<file path="src/hdl/bptq_pkg.sv">
// Shared types and constants of the bounded priority task queue.
// Holds codes, register indexes, the controller states and the cell control struct.
// Depends on nothing.
`timescale 1ns / 1ps
`default_nettype none

package bptq_pkg;

  localparam int DEFAULT_QUEUE_DEPTH   = 16;
  localparam int DEFAULT_HANDLE_BITS   = 16;
  localparam int DEFAULT_PRIORITY_BITS = 8;

  localparam int CAP_W     = 5;
  localparam int STATUS_W  = 2;
  localparam int OCC_W     = 5;
  localparam int CNT_MAX_W = 9;
  localparam int IDX_MAX_W = 8;
  localparam int ADDR_W    = 3;
  localparam int DATA_W    = 32;
  localparam int REG_IDX_W = 1;

  localparam logic [CAP_W-1:0] CAPACITY_RESET = 5'd16;

  localparam logic [REG_IDX_W-1:0] REG_CAPACITY = 1'b0;
  localparam logic [REG_IDX_W-1:0] REG_MODE     = 1'b1;

  typedef enum logic {
    OP_PUSH = 1'b0,
    OP_POP  = 1'b1
  } op_t;

  typedef enum logic [STATUS_W-1:0] {
    ST_PUSHED = 2'd0,
    ST_POPPED = 2'd1,
    ST_FULL   = 2'd2,
    ST_EMPTY  = 2'd3
  } status_t;

  typedef enum logic [1:0] {
    S_IDLE,
    S_SEARCH,
    S_FINISH
  } state_t;

  // Broadcast from the controller to every cell of the chain.
  typedef struct packed {
    logic                 push;
    logic                 pop;
    logic [CNT_MAX_W-1:0] count;
    logic [IDX_MAX_W-1:0] pick;
  } cell_ctrl_t;

endpackage

`default_nettype wire

</file>
<file path="src/hdl/bptq_cell.sv">
// One cell of the task chain: holds one queued task and one stage of the
// best-candidate scan. Depends on bptq_pkg.
`timescale 1ns / 1ps
`default_nettype none

module bptq_cell #(
  parameter int QUEUE_DEPTH   = bptq_pkg::DEFAULT_QUEUE_DEPTH,
  parameter int HANDLE_BITS   = bptq_pkg::DEFAULT_HANDLE_BITS,
  parameter int PRIORITY_BITS = bptq_pkg::DEFAULT_PRIORITY_BITS,
  parameter int CELL_INDEX    = 0
) (
  input  logic                             clk,
  input  logic                             rst,
  input  bptq_pkg::cell_ctrl_t             ctrl,
  input  logic [HANDLE_BITS-1:0]           push_handle,
  input  logic [PRIORITY_BITS-1:0]         push_priority,
  input  logic [HANDLE_BITS-1:0]           next_handle,
  input  logic [PRIORITY_BITS-1:0]         next_priority,
  output logic [HANDLE_BITS-1:0]           entry_handle,
  output logic [PRIORITY_BITS-1:0]         entry_priority,
  input  logic                             scan_in_found,
  input  logic [PRIORITY_BITS-1:0]         scan_in_priority,
  input  logic [HANDLE_BITS-1:0]           scan_in_handle,
  input  logic [$clog2(QUEUE_DEPTH)-1:0]   scan_in_index,
  output logic                             scan_out_found,
  output logic [PRIORITY_BITS-1:0]         scan_out_priority,
  output logic [HANDLE_BITS-1:0]           scan_out_handle,
  output logic [$clog2(QUEUE_DEPTH)-1:0]   scan_out_index
);
  import bptq_pkg::*;

  localparam int IDX_W = $clog2(QUEUE_DEPTH);

  logic occupied;
  logic shift_in;
  logic load_new;
  logic take_own;

  assign occupied = CNT_MAX_W'(CELL_INDEX) < ctrl.count;
  assign shift_in = ctrl.pop && (IDX_MAX_W'(CELL_INDEX) >= ctrl.pick);
  assign load_new = ctrl.push && (CNT_MAX_W'(CELL_INDEX) == ctrl.count);

  // Strictly greater wins, so among equal priorities the older entry stays ahead.
  assign take_own = occupied && (!scan_in_found || (entry_priority > scan_in_priority));

  always_ff @(posedge clk) begin
    if (shift_in) begin
      entry_handle   <= next_handle;
      entry_priority <= next_priority;
    end else if (load_new) begin
      entry_handle   <= push_handle;
      entry_priority <= push_priority;
    end
  end

  always_ff @(posedge clk) begin
    if (rst) begin
      scan_out_found <= 1'b0;
    end else begin
      scan_out_found <= occupied || scan_in_found;
    end
  end

  always_ff @(posedge clk) begin
    if (take_own) begin
      scan_out_priority <= entry_priority;
      scan_out_handle   <= entry_handle;
      scan_out_index    <= IDX_W'(CELL_INDEX);
    end else begin
      scan_out_priority <= scan_in_priority;
      scan_out_handle   <= scan_in_handle;
      scan_out_index    <= scan_in_index;
    end
  end

endmodule

`default_nettype wire

</file>
<file path="src/hdl/bptq_ctrl.sv">
// Request sequencer of the task queue: request and output registers, task count,
// scan wait counter and the cell control broadcast. Depends on bptq_pkg.
`timescale 1ns / 1ps
`default_nettype none

module bptq_ctrl #(
  parameter int QUEUE_DEPTH   = bptq_pkg::DEFAULT_QUEUE_DEPTH,
  parameter int HANDLE_BITS   = bptq_pkg::DEFAULT_HANDLE_BITS,
  parameter int PRIORITY_BITS = bptq_pkg::DEFAULT_PRIORITY_BITS
) (
  input  logic                             clk,
  input  logic                             rst,
  input  logic                             in_valid,
  output logic                             in_ready,
  input  logic                             operation,
  input  logic [HANDLE_BITS-1:0]           task_handle,
  input  logic [PRIORITY_BITS-1:0]         task_priority,
  input  logic [bptq_pkg::CAP_W-1:0]       capacity_limit,
  input  logic                             priority_mode,
  input  logic [HANDLE_BITS-1:0]           head_handle,
  input  logic [PRIORITY_BITS-1:0]         head_priority,
  input  logic                             best_found,
  input  logic [HANDLE_BITS-1:0]           best_handle,
  input  logic [PRIORITY_BITS-1:0]         best_priority,
  input  logic [$clog2(QUEUE_DEPTH)-1:0]   best_index,
  output bptq_pkg::cell_ctrl_t             cell_ctrl,
  output logic [HANDLE_BITS-1:0]           req_handle,
  output logic [PRIORITY_BITS-1:0]         req_priority,
  output logic                             out_valid,
  input  logic                             out_ready,
  output logic [bptq_pkg::STATUS_W-1:0]    status,
  output logic [HANDLE_BITS-1:0]           popped_handle,
  output logic [PRIORITY_BITS-1:0]         popped_priority,
  output logic [bptq_pkg::OCC_W-1:0]       occupancy
);
  import bptq_pkg::*;

  localparam int IDX_W = $clog2(QUEUE_DEPTH);
  localparam int CNT_W = $clog2(QUEUE_DEPTH + 1);
  localparam int CMP_W = (CNT_W > CAP_W) ? CNT_W : CAP_W;

  state_t            state;
  state_t            state_next;
  logic              req_op;
  logic [IDX_W-1:0]  wait_count;
  logic [CNT_W-1:0]  count;
  logic [CNT_W-1:0]  count_next;

  logic              accept;
  logic              out_free;
  logic              commit;
  logic              is_full;
  logic              is_empty;
  logic              use_best;
  logic              push_ok;
  logic              pop_ok;
  status_t           result_status;
  logic [HANDLE_BITS-1:0]   result_handle;
  logic [PRIORITY_BITS-1:0] result_priority;

  assign out_free = !out_valid || out_ready;
  assign accept   = in_valid && in_ready;
  assign is_full  = (count == CNT_W'(QUEUE_DEPTH)) ||
                    (CMP_W'(count) >= CMP_W'(capacity_limit));
  assign is_empty = (count == '0);
  assign use_best = priority_mode && best_found;

  // Next state.
  always_comb begin
    state_next = state;
    case (state)
      S_IDLE: begin
        if (accept) begin
          if ((operation == OP_POP) && priority_mode && !is_empty) begin
            state_next = S_SEARCH;
          end else begin
            state_next = S_FINISH;
          end
        end
      end
      S_SEARCH: begin
        if (wait_count == '0) begin
          state_next = S_FINISH;
        end
      end
      S_FINISH: begin
        if (out_free) begin
          state_next = S_IDLE;
        end
      end
      default: begin
        state_next = S_IDLE;
      end
    endcase
  end

  // Outputs of the sequencer and the result of the held request.
  always_comb begin
    in_ready        = 1'b0;
    commit          = 1'b0;
    push_ok         = 1'b0;
    pop_ok          = 1'b0;
    result_status   = ST_PUSHED;
    result_handle   = '0;
    result_priority = '0;
    count_next      = count;
    case (state)
      S_IDLE: begin
        in_ready = 1'b1;
      end
      S_FINISH: begin
        commit = out_free;
        if (req_op == OP_PUSH) begin
          if (is_full) begin
            result_status = ST_FULL;
          end else begin
            result_status = ST_PUSHED;
            push_ok       = 1'b1;
            count_next    = count + CNT_W'(1);
          end
        end else if (is_empty) begin
          result_status = ST_EMPTY;
        end else begin
          result_status   = ST_POPPED;
          pop_ok          = 1'b1;
          count_next      = count - CNT_W'(1);
          result_handle   = use_best ? best_handle : head_handle;
          result_priority = use_best ? best_priority : head_priority;
        end
      end
      default: begin
        in_ready = 1'b0;
      end
    endcase
  end

  always_comb begin
    cell_ctrl.push  = commit && push_ok;
    cell_ctrl.pop   = commit && pop_ok;
    cell_ctrl.count = CNT_MAX_W'(count);
    cell_ctrl.pick  = use_best ? IDX_MAX_W'(best_index) : '0;
  end

  always_ff @(posedge clk) begin
    if (rst) begin
      state      <= S_IDLE;
      count      <= '0;
      wait_count <= '0;
      out_valid  <= 1'b0;
    end else begin
      state <= state_next;
      if (accept) begin
        wait_count <= IDX_W'(QUEUE_DEPTH - 1);
      end else if (state == S_SEARCH) begin
        wait_count <= wait_count - IDX_W'(1);
      end
      if (commit) begin
        count     <= count_next;
        out_valid <= 1'b1;
      end else if (out_ready) begin
        out_valid <= 1'b0;
      end
    end
  end

  always_ff @(posedge clk) begin
    if (accept) begin
      req_op       <= operation;
      req_handle   <= task_handle;
      req_priority <= task_priority;
    end
  end

  always_ff @(posedge clk) begin
    if (commit) begin
      status          <= result_status;
      popped_handle   <= result_handle;
      popped_priority <= result_priority;
      occupancy       <= OCC_W'(count_next);
    end
  end

endmodule

`default_nettype wire

</file>
<file path="src/hdl/bounded_priority_task_queue_core.sv">
// Top level of the bounded priority task queue: configuration registers, the
// request sequencer and the chain of task cells. Depends on bptq_pkg, bptq_cell, bptq_ctrl.
`timescale 1ns / 1ps
`default_nettype none

// The queue holds up to QUEUE_DEPTH tasks in a chain of cells in arrival order,
// oldest in cell 0. Each transaction on the input channel is a push or a pop and
// yields exactly one transaction on the output channel with a status, the popped
// task (zero unless a task was popped) and the occupancy after the request. A push
// is rejected as full once the count reaches the smaller of capacity_limit and
// QUEUE_DEPTH; a pop of an empty queue reports empty. With priority_mode clear a
// pop takes the oldest task; with it set a pop takes the highest priority, oldest
// first among equals. One request is in work at a time. A push, a rejected request
// or a first-in first-out pop goes from S_IDLE to S_FINISH and is registered in the
// output register from there; a priority pop passes through S_SEARCH first, because the
// sequencer waits until the best candidate has traveled down the registered scan
// chain one cell per cycle. The input opens again once the result is registered,
// so a request holds the block until then, including any time a finished request
// waits on the output register. The input is taken while an earlier result still
// waits in the output register; a finished request waits only if that register is
// still occupied. Configuration is written over the APB port: register 0 at
// address 0 is capacity_limit (reset 16), register 1 at address 4 is priority_mode
// (reset 0). Registers are to change only between requests; the user must keep to
// this, as the block itself does not enforce it.
module bounded_priority_task_queue_core #(
  parameter int QUEUE_DEPTH   = bptq_pkg::DEFAULT_QUEUE_DEPTH,
  parameter int HANDLE_BITS   = bptq_pkg::DEFAULT_HANDLE_BITS,
  parameter int PRIORITY_BITS = bptq_pkg::DEFAULT_PRIORITY_BITS
) (
  input  logic                            clk,
  input  logic                            rst,
  input  logic                            psel,
  input  logic                            penable,
  input  logic                            pwrite,
  input  logic [bptq_pkg::ADDR_W-1:0]     paddr,
  input  logic [bptq_pkg::DATA_W-1:0]     pwdata,
  output logic [bptq_pkg::DATA_W-1:0]     prdata,
  output logic                            pready,
  input  logic                            in_valid,
  output logic                            in_ready,
  input  logic                            operation,
  input  logic [HANDLE_BITS-1:0]          task_handle,
  input  logic [PRIORITY_BITS-1:0]        task_priority,
  output logic                            out_valid,
  input  logic                            out_ready,
  output logic [bptq_pkg::STATUS_W-1:0]   status,
  output logic [HANDLE_BITS-1:0]          popped_handle,
  output logic [PRIORITY_BITS-1:0]        popped_priority,
  output logic [bptq_pkg::OCC_W-1:0]      occupancy
);
  import bptq_pkg::*;

  localparam int IDX_W = $clog2(QUEUE_DEPTH);

  logic [CAP_W-1:0]     capacity_limit;
  logic                 priority_mode;
  logic [REG_IDX_W-1:0] reg_index;
  cell_ctrl_t           cell_ctrl;
  logic [HANDLE_BITS-1:0]   req_handle;
  logic [PRIORITY_BITS-1:0] req_priority;

  logic [HANDLE_BITS-1:0]   entry_handle   [QUEUE_DEPTH];
  logic [PRIORITY_BITS-1:0] entry_priority [QUEUE_DEPTH];

  // Scan chain taps: tap 0 is the empty seed, tap QUEUE_DEPTH is the winner.
  logic                     scan_found    [QUEUE_DEPTH+1];
  logic [PRIORITY_BITS-1:0] scan_priority [QUEUE_DEPTH+1];
  logic [HANDLE_BITS-1:0]   scan_handle   [QUEUE_DEPTH+1];
  logic [IDX_W-1:0]         scan_index    [QUEUE_DEPTH+1];

  // Configuration port. Writes complete in the access phase; no wait states.
  assign pready    = 1'b1;
  assign reg_index = paddr[ADDR_W-1:2];

  always_ff @(posedge clk) begin
    if (rst) begin
      capacity_limit <= CAPACITY_RESET;
      priority_mode  <= 1'b0;
    end else if (psel && penable && pwrite && pready) begin
      case (reg_index)
        REG_CAPACITY: capacity_limit <= pwdata[CAP_W-1:0];
        REG_MODE:     priority_mode  <= pwdata[0];
        default:      priority_mode  <= priority_mode;
      endcase
    end
  end

  always_comb begin
    case (reg_index)
      REG_CAPACITY: prdata = DATA_W'(capacity_limit);
      REG_MODE:     prdata = DATA_W'(priority_mode);
      default:      prdata = '0;
    endcase
  end

  bptq_ctrl #(
    .QUEUE_DEPTH   (QUEUE_DEPTH),
    .HANDLE_BITS   (HANDLE_BITS),
    .PRIORITY_BITS (PRIORITY_BITS)
  ) u_ctrl (
    .clk             (clk),
    .rst             (rst),
    .in_valid        (in_valid),
    .in_ready        (in_ready),
    .operation       (operation),
    .task_handle     (task_handle),
    .task_priority   (task_priority),
    .capacity_limit  (capacity_limit),
    .priority_mode   (priority_mode),
    .head_handle     (entry_handle[0]),
    .head_priority   (entry_priority[0]),
    .best_found      (scan_found[QUEUE_DEPTH]),
    .best_handle     (scan_handle[QUEUE_DEPTH]),
    .best_priority   (scan_priority[QUEUE_DEPTH]),
    .best_index      (scan_index[QUEUE_DEPTH]),
    .cell_ctrl       (cell_ctrl),
    .req_handle      (req_handle),
    .req_priority    (req_priority),
    .out_valid       (out_valid),
    .out_ready       (out_ready),
    .status          (status),
    .popped_handle   (popped_handle),
    .popped_priority (popped_priority),
    .occupancy       (occupancy)
  );

  assign scan_found[0]    = 1'b0;
  assign scan_priority[0] = '0;
  assign scan_handle[0]   = '0;
  assign scan_index[0]    = '0;

  // The chain. On a pop every cell at or past the picked slot takes its upper
  // neighbor's task; a push lands in the cell whose index equals the count.
  for (genvar i = 0; i < QUEUE_DEPTH; i++) begin : g_cell
    logic [HANDLE_BITS-1:0]   up_handle;
    logic [PRIORITY_BITS-1:0] up_priority;

    if (i < QUEUE_DEPTH - 1) begin : g_inner
      assign up_handle   = entry_handle[i+1];
      assign up_priority = entry_priority[i+1];
    end else begin : g_last
      assign up_handle   = entry_handle[i];
      assign up_priority = entry_priority[i];
    end

    bptq_cell #(
      .QUEUE_DEPTH   (QUEUE_DEPTH),
      .HANDLE_BITS   (HANDLE_BITS),
      .PRIORITY_BITS (PRIORITY_BITS),
      .CELL_INDEX    (i)
    ) u_cell (
      .clk               (clk),
      .rst               (rst),
      .ctrl              (cell_ctrl),
      .push_handle       (req_handle),
      .push_priority     (req_priority),
      .next_handle       (up_handle),
      .next_priority     (up_priority),
      .entry_handle      (entry_handle[i]),
      .entry_priority    (entry_priority[i]),
      .scan_in_found     (scan_found[i]),
      .scan_in_priority  (scan_priority[i]),
      .scan_in_handle    (scan_handle[i]),
      .scan_in_index     (scan_index[i]),
      .scan_out_found    (scan_found[i+1]),
      .scan_out_priority (scan_priority[i+1]),
      .scan_out_handle   (scan_handle[i+1]),
      .scan_out_index    (scan_index[i+1])
    );
  end

`ifndef NO_ASSERTIONS
  // Only one request is in work at a time.
  a_one_in_work: assert property (@(posedge clk) disable iff (rst)
    (in_valid && in_ready) |=> !in_ready)
    else $error("input accepted while a request is in work");

  // A result that popped nothing carries a zero task.
  a_zero_task: assert property (@(posedge clk) disable iff (rst)
    (out_valid && (status != ST_POPPED)) |-> ((popped_handle == '0) && (popped_priority == '0)))
    else $error("non-pop transaction carries a task");

  // An empty report means the queue holds nothing.
  a_empty_count: assert property (@(posedge clk) disable iff (rst)
    (out_valid && (status == ST_EMPTY)) |-> (occupancy == '0))
    else $error("empty transaction with nonzero occupancy");
`endif

endmodule

`default_nettype wire

</file>
<file path="config.mk">
export PLATFORM = sky130hd
export DESIGN_NAME = bounded_priority_task_queue_core
export DESIGN_NICKNAME = d
export VERILOG_FILES = /design/src/hdl/bptq_pkg.sv /design/src/hdl/bptq_cell.sv /design/src/hdl/bptq_ctrl.sv /design/src/hdl/bounded_priority_task_queue_core.sv
export SDC_FILE = /design/constraint.sdc
export NUM_CORES = 1
export LEC_CHECK = 0
export CAP_MARGIN = 30
export CORE_AREA = 5 5 270 245
export CTS_CLUSTER_SIZE = 24
export DETAILED_ROUTE_END_ITERATION = 10
export DIE_AREA = 0 0 275 250
export DONT_BUFFER_PORTS = 1
export MAX_ROUTING_LAYER = met4
export PLACE_DENSITY_LB_ADDON = 0.1
export SETUP_SLACK_MARGIN = 0.5
export SLEW_MARGIN = 25
export SYNTH_ARGS = -nofsm -noshare
export SYNTH_HDL_FRONTEND = slang
export SYNTH_SLANG_ARGS = --single-unit
</file>
<file path="constraint.sdc">
create_clock -name clk -period 7.57 [get_ports clk]
set_clock_uncertainty 0.1 [all_clocks]
set_input_delay 0.757 -clock clk [delete_from_list [all_inputs] [get_ports clk]]
set_output_delay 0.757 -clock clk [all_outputs]
set_load 0.02 [all_outputs]
</file>
==> impl_metrics.csv <==
group,metric,value,unit
min_path,whs_path_depth,1,
cts,clock-sinks,907,
synthesis,syn-cell-area,37400,µm²
synthesis,synth-seq-cells,907,
cts,hold_buffers,0,
sta,final-max-slew-violation-count,0,
worst_setup_path,cp-end-kind,"register",
floorplan,io_pins,133,
worst_setup_path,r2r_cells,7,
detailed_routing,vias,20500,
power,switchingPower,0.00382,W
global_routing,gr-total-overflow,0,
floorplan,die-area,68800,µm²
layout,instances_no_fill,3584,
sta,tns,0,ps
synthesis,synth_edf_count,440,
worst_setup_path,path_class,"register to register",
power,cellInternalPower,0.0105,W
place,portBuffers,0,
sta,post-route-min-period,3980,ps
worst_setup_path,reg2reg_slack,3590,ps
sta,relSlewSlack,36.6,%
cts,clockBufferDepth,3,
cts,cts-resized-gates,0,
worst_setup_path,worst_ep_arrival_time,4120,ps
cts,cts_made_buffers,91,
sta,hold_ws,102,ps
sta,rsz0062_at_grt,"false",
cts,cts_tree,"yes",
layout,nNetsFinal,2848,
synthesis,synth_cell_types,74,
synthesis,yosys-top-cells-area,"edfxtp_1 35%, dfxtp_1 25%, mux2_2 18%",
power,power_frac_clock,32.0,%
global_routing,antenna_found_initial,0,
floorplan,die_h,250,µm
synthesis,synth_common_cells,"606 x mux2_2, 467 x dfxtp_1, 440 x edfxtp_1",
worst_setup_path,r2r-start,"u_ctrl.count[0]",
synthesis,ys.warnings.count,0,
cts,cts-root-buf,"clkbuf_16",
synthesis,syn_avg_cell_area,14.2,µm²
synthesis,yosys_most_used_dff,"dfxtp_1",
global_routing,first_global_vias,21100,
sta,setup_ws,3590,ps
synthesis,yosysTopAreaCellShare,35.3,%
place,dpl.hpwl,55.0,mm
floorplan,die_x,275,µm
floorplan,start_util,59.1,%
min_path,hp-start,"rst",
layout,post-route-util,65.2,%
power,leakagePower,15.8,nW
min_path,min_to,"g_cell[13].u_cell.scan_out_found",
cts,clk_latency,630,ps
detailed_routing,first_iter_violations,1626,
sta,fmax,251,MHz
floorplan,std_cell_rows,88,
worst_setup_path,required,7710,ps
floorplan,core,63300,µm²
detailed_routing,post_drt_wl_per_cell,23.9,µm
synthesis,synth.most_common_cell,"mux2_2",
place,place.gp.congestion,0.852,
power,switching_share,26.6,%
power,p_per_area,347,nW/µm²
cts,postCtsSetupBuffers,0,
detailed_routing,dr.pass1.iters,5,
sta,tightest_slew,952,ps
worst_setup_path,cp-start-kind,"register",
synthesis,synth_top_area_cell,"edfxtp_1",
status,status,"finished clean",
sta,setup_viol,0,
worst_setup_path,reg2reg_to,"g_cell[5].u_cell.entry_handle[1]",
sta,hold_viol,0,
global_routing,grt_usage,25.6,%
global_routing,grt_pass1_wl,132,mm
detailed_routing,ant_nets,0,
layout,drive_above_1_share,31.5,%
layout,area_growth,10.3,%
detailed_routing,via_per_inst,5.71,
synthesis,synthCells,2634,
min_path,hold_path.class,"input pin to register",
power,power_frac_seq,48.5,%
worst_setup_path,critPathMaxFanout,24,
run,cap_violations,0,
global_routing,grt_max_degree,44,
power,comb_power_share,19.5,%
worst_setup_path,startpoint,"u_ctrl.count[0]",
place,post-place-ws,3360,ps
cts,htreeDepth,3,
sta,finalCritPeriodShare,52.6,%
synthesis,synthArstFlopShare,0,%
detailed_routing,drcViolationCount,0,
detailed_routing,drt_wl_total,85.7,mm
cts,cts.clk_slew.worst_paths,60,ps
place,post-place-cells,3411,
power,ir_drop,0.233,mV
synthesis,yosysSeqAreaShare,60.3,%
-- placed cells by master (no fill, tap or decap), drive strengths merged, types with 3 or more instances in the layout --
cell type	count
or2	15
o31ai	7
or3	5
buf	43
nor3	20
dfxtp	467
nand4	14
and2	38
clkbuf	122
o41ai	8
mux2i	5
inv	152
nand3b	4
clkinv	35
a21oi	87
conb	28
a2bb2oi	4
nand2	73
bufinv	8
a211oi	15
and3	6
nor2b	29
a31oi	9
nor2	81
and4	3
o21ai	35
nand3	35
a21o	27
ha	131
nand2b	24
mux2	720
edfxtp	440
o211ai	7
-- stage by stage --
stage                     area, µm²  power, W
after global placement        37900   0.00968
after CTS                     41200    0.0144
after floorplan               37500   0.00895
after global routing          41300    0.0150
after detailed placement      38100   0.00976
final                         41300    0.0143
-- cell type report --
| cell class | count | area (µm²) |
|---|---|---|
| Sequential cell | 907 | 22600 |
| Fill cell | 4593 | 22000 |
| Multi-Input combinational cell | 1459 | 13500 |
| Clock buffer | 122 | 2610 |
| Tap cell | 855 | 1070 |
| Inverter | 148 | 556 |
| Timing Repair Buffer | 43 | 478 |
| Clock inverter | 48 | 477 |
| Antenna cell | 2 | 5.00 |
-- cells by family after synthesis --
| logic type | count (synthesis) | synth area share (%) |
|---|---|---|
| and+or+nand+nor | 355 | 5.08 |
| buffers and inverters | 294 | 3.99 |
| other | 2 | 0.0201 |
| AOI/OAI and AO/OA | 220 | 4.42 |
| adders and majority gates | 131 | 4.38 |
| muxes | 725 | 21.8 |
| DFF | 907 | 60.3 |
-- power groups by stage --
stage | clock, W | sequential (W) | combinational, W
2_1_floorplan | 0 | 0.00675 | 0.00221
3_3_place_gp | 0 | 0.00702 | 0.00267
3_5_place_dp | 0 | 0.00701 | 0.00276
4_1_cts | 0.00466 | 0.00694 | 0.00281
5_1_grt | 0.00488 | 0.00705 | 0.00310
6_report | 0.00459 | 0.00695 | 0.00279
-- state kept, by name, indices dropped and copies added (netlist names), 2 cells and up --
name and flops:
g_cell.u_cell.entry_priority 128, g_cell.u_cell.scan_out_found 16, g_cell.u_cell.scan_out_handle 256, u_ctrl.req_handle 16
u_ctrl.state 2, u_ctrl.wait_count 4, g_cell.u_cell.scan_out_index 49, g_cell.u_cell.entry_handle 256
u_ctrl.status 2, u_ctrl.occupancy 5, u_ctrl.popped_priority 8, capacity_limit 5
g_cell.u_cell.scan_out_priority 128, u_ctrl.count 5, u_ctrl.popped_handle 16, u_ctrl.req_priority 8
-- worst max path at each step --
stage,slack (ps),cells past startpoint,endpoint
6_report,3590,7,g_cell[5].u_cell.entry_handle[1]
5_1_grt,3390,7,g_cell[5].u_cell.entry_priority[7]
4_1_cts,3330,6,g_cell[5].u_cell.entry_priority[5]
3_5_place_dp,3360,6,g_cell[5].u_cell.entry_handle[9]
3_3_place_gp,3350,6,g_cell[10].u_cell.entry_handle[5]
2_1_floorplan,2770,6,g_cell[13].u_cell.entry_handle[0]
-- layer usage --
metal	part of all wire, %	vias to the layer above	track usage, %	wire length [µm]
met3	5.2	118	3.79	4470
met1	50	10300	39.2	42400
met4	1.8	0	4.92	1580
met5	0	-	-	0
met2	43	517	36.9	37200
li1	-	9548	-	-
-- worst max-delay path, cell delays in order (launching register included) --
cell and delay (ps):
dfxtp_1 760, inv_1 310, ha_1 340, nand2b_1 130, a31oi_1 380, o211a_1 450
and4_1 340, a31o_2 780
Power figures use the tool's default switching activity.
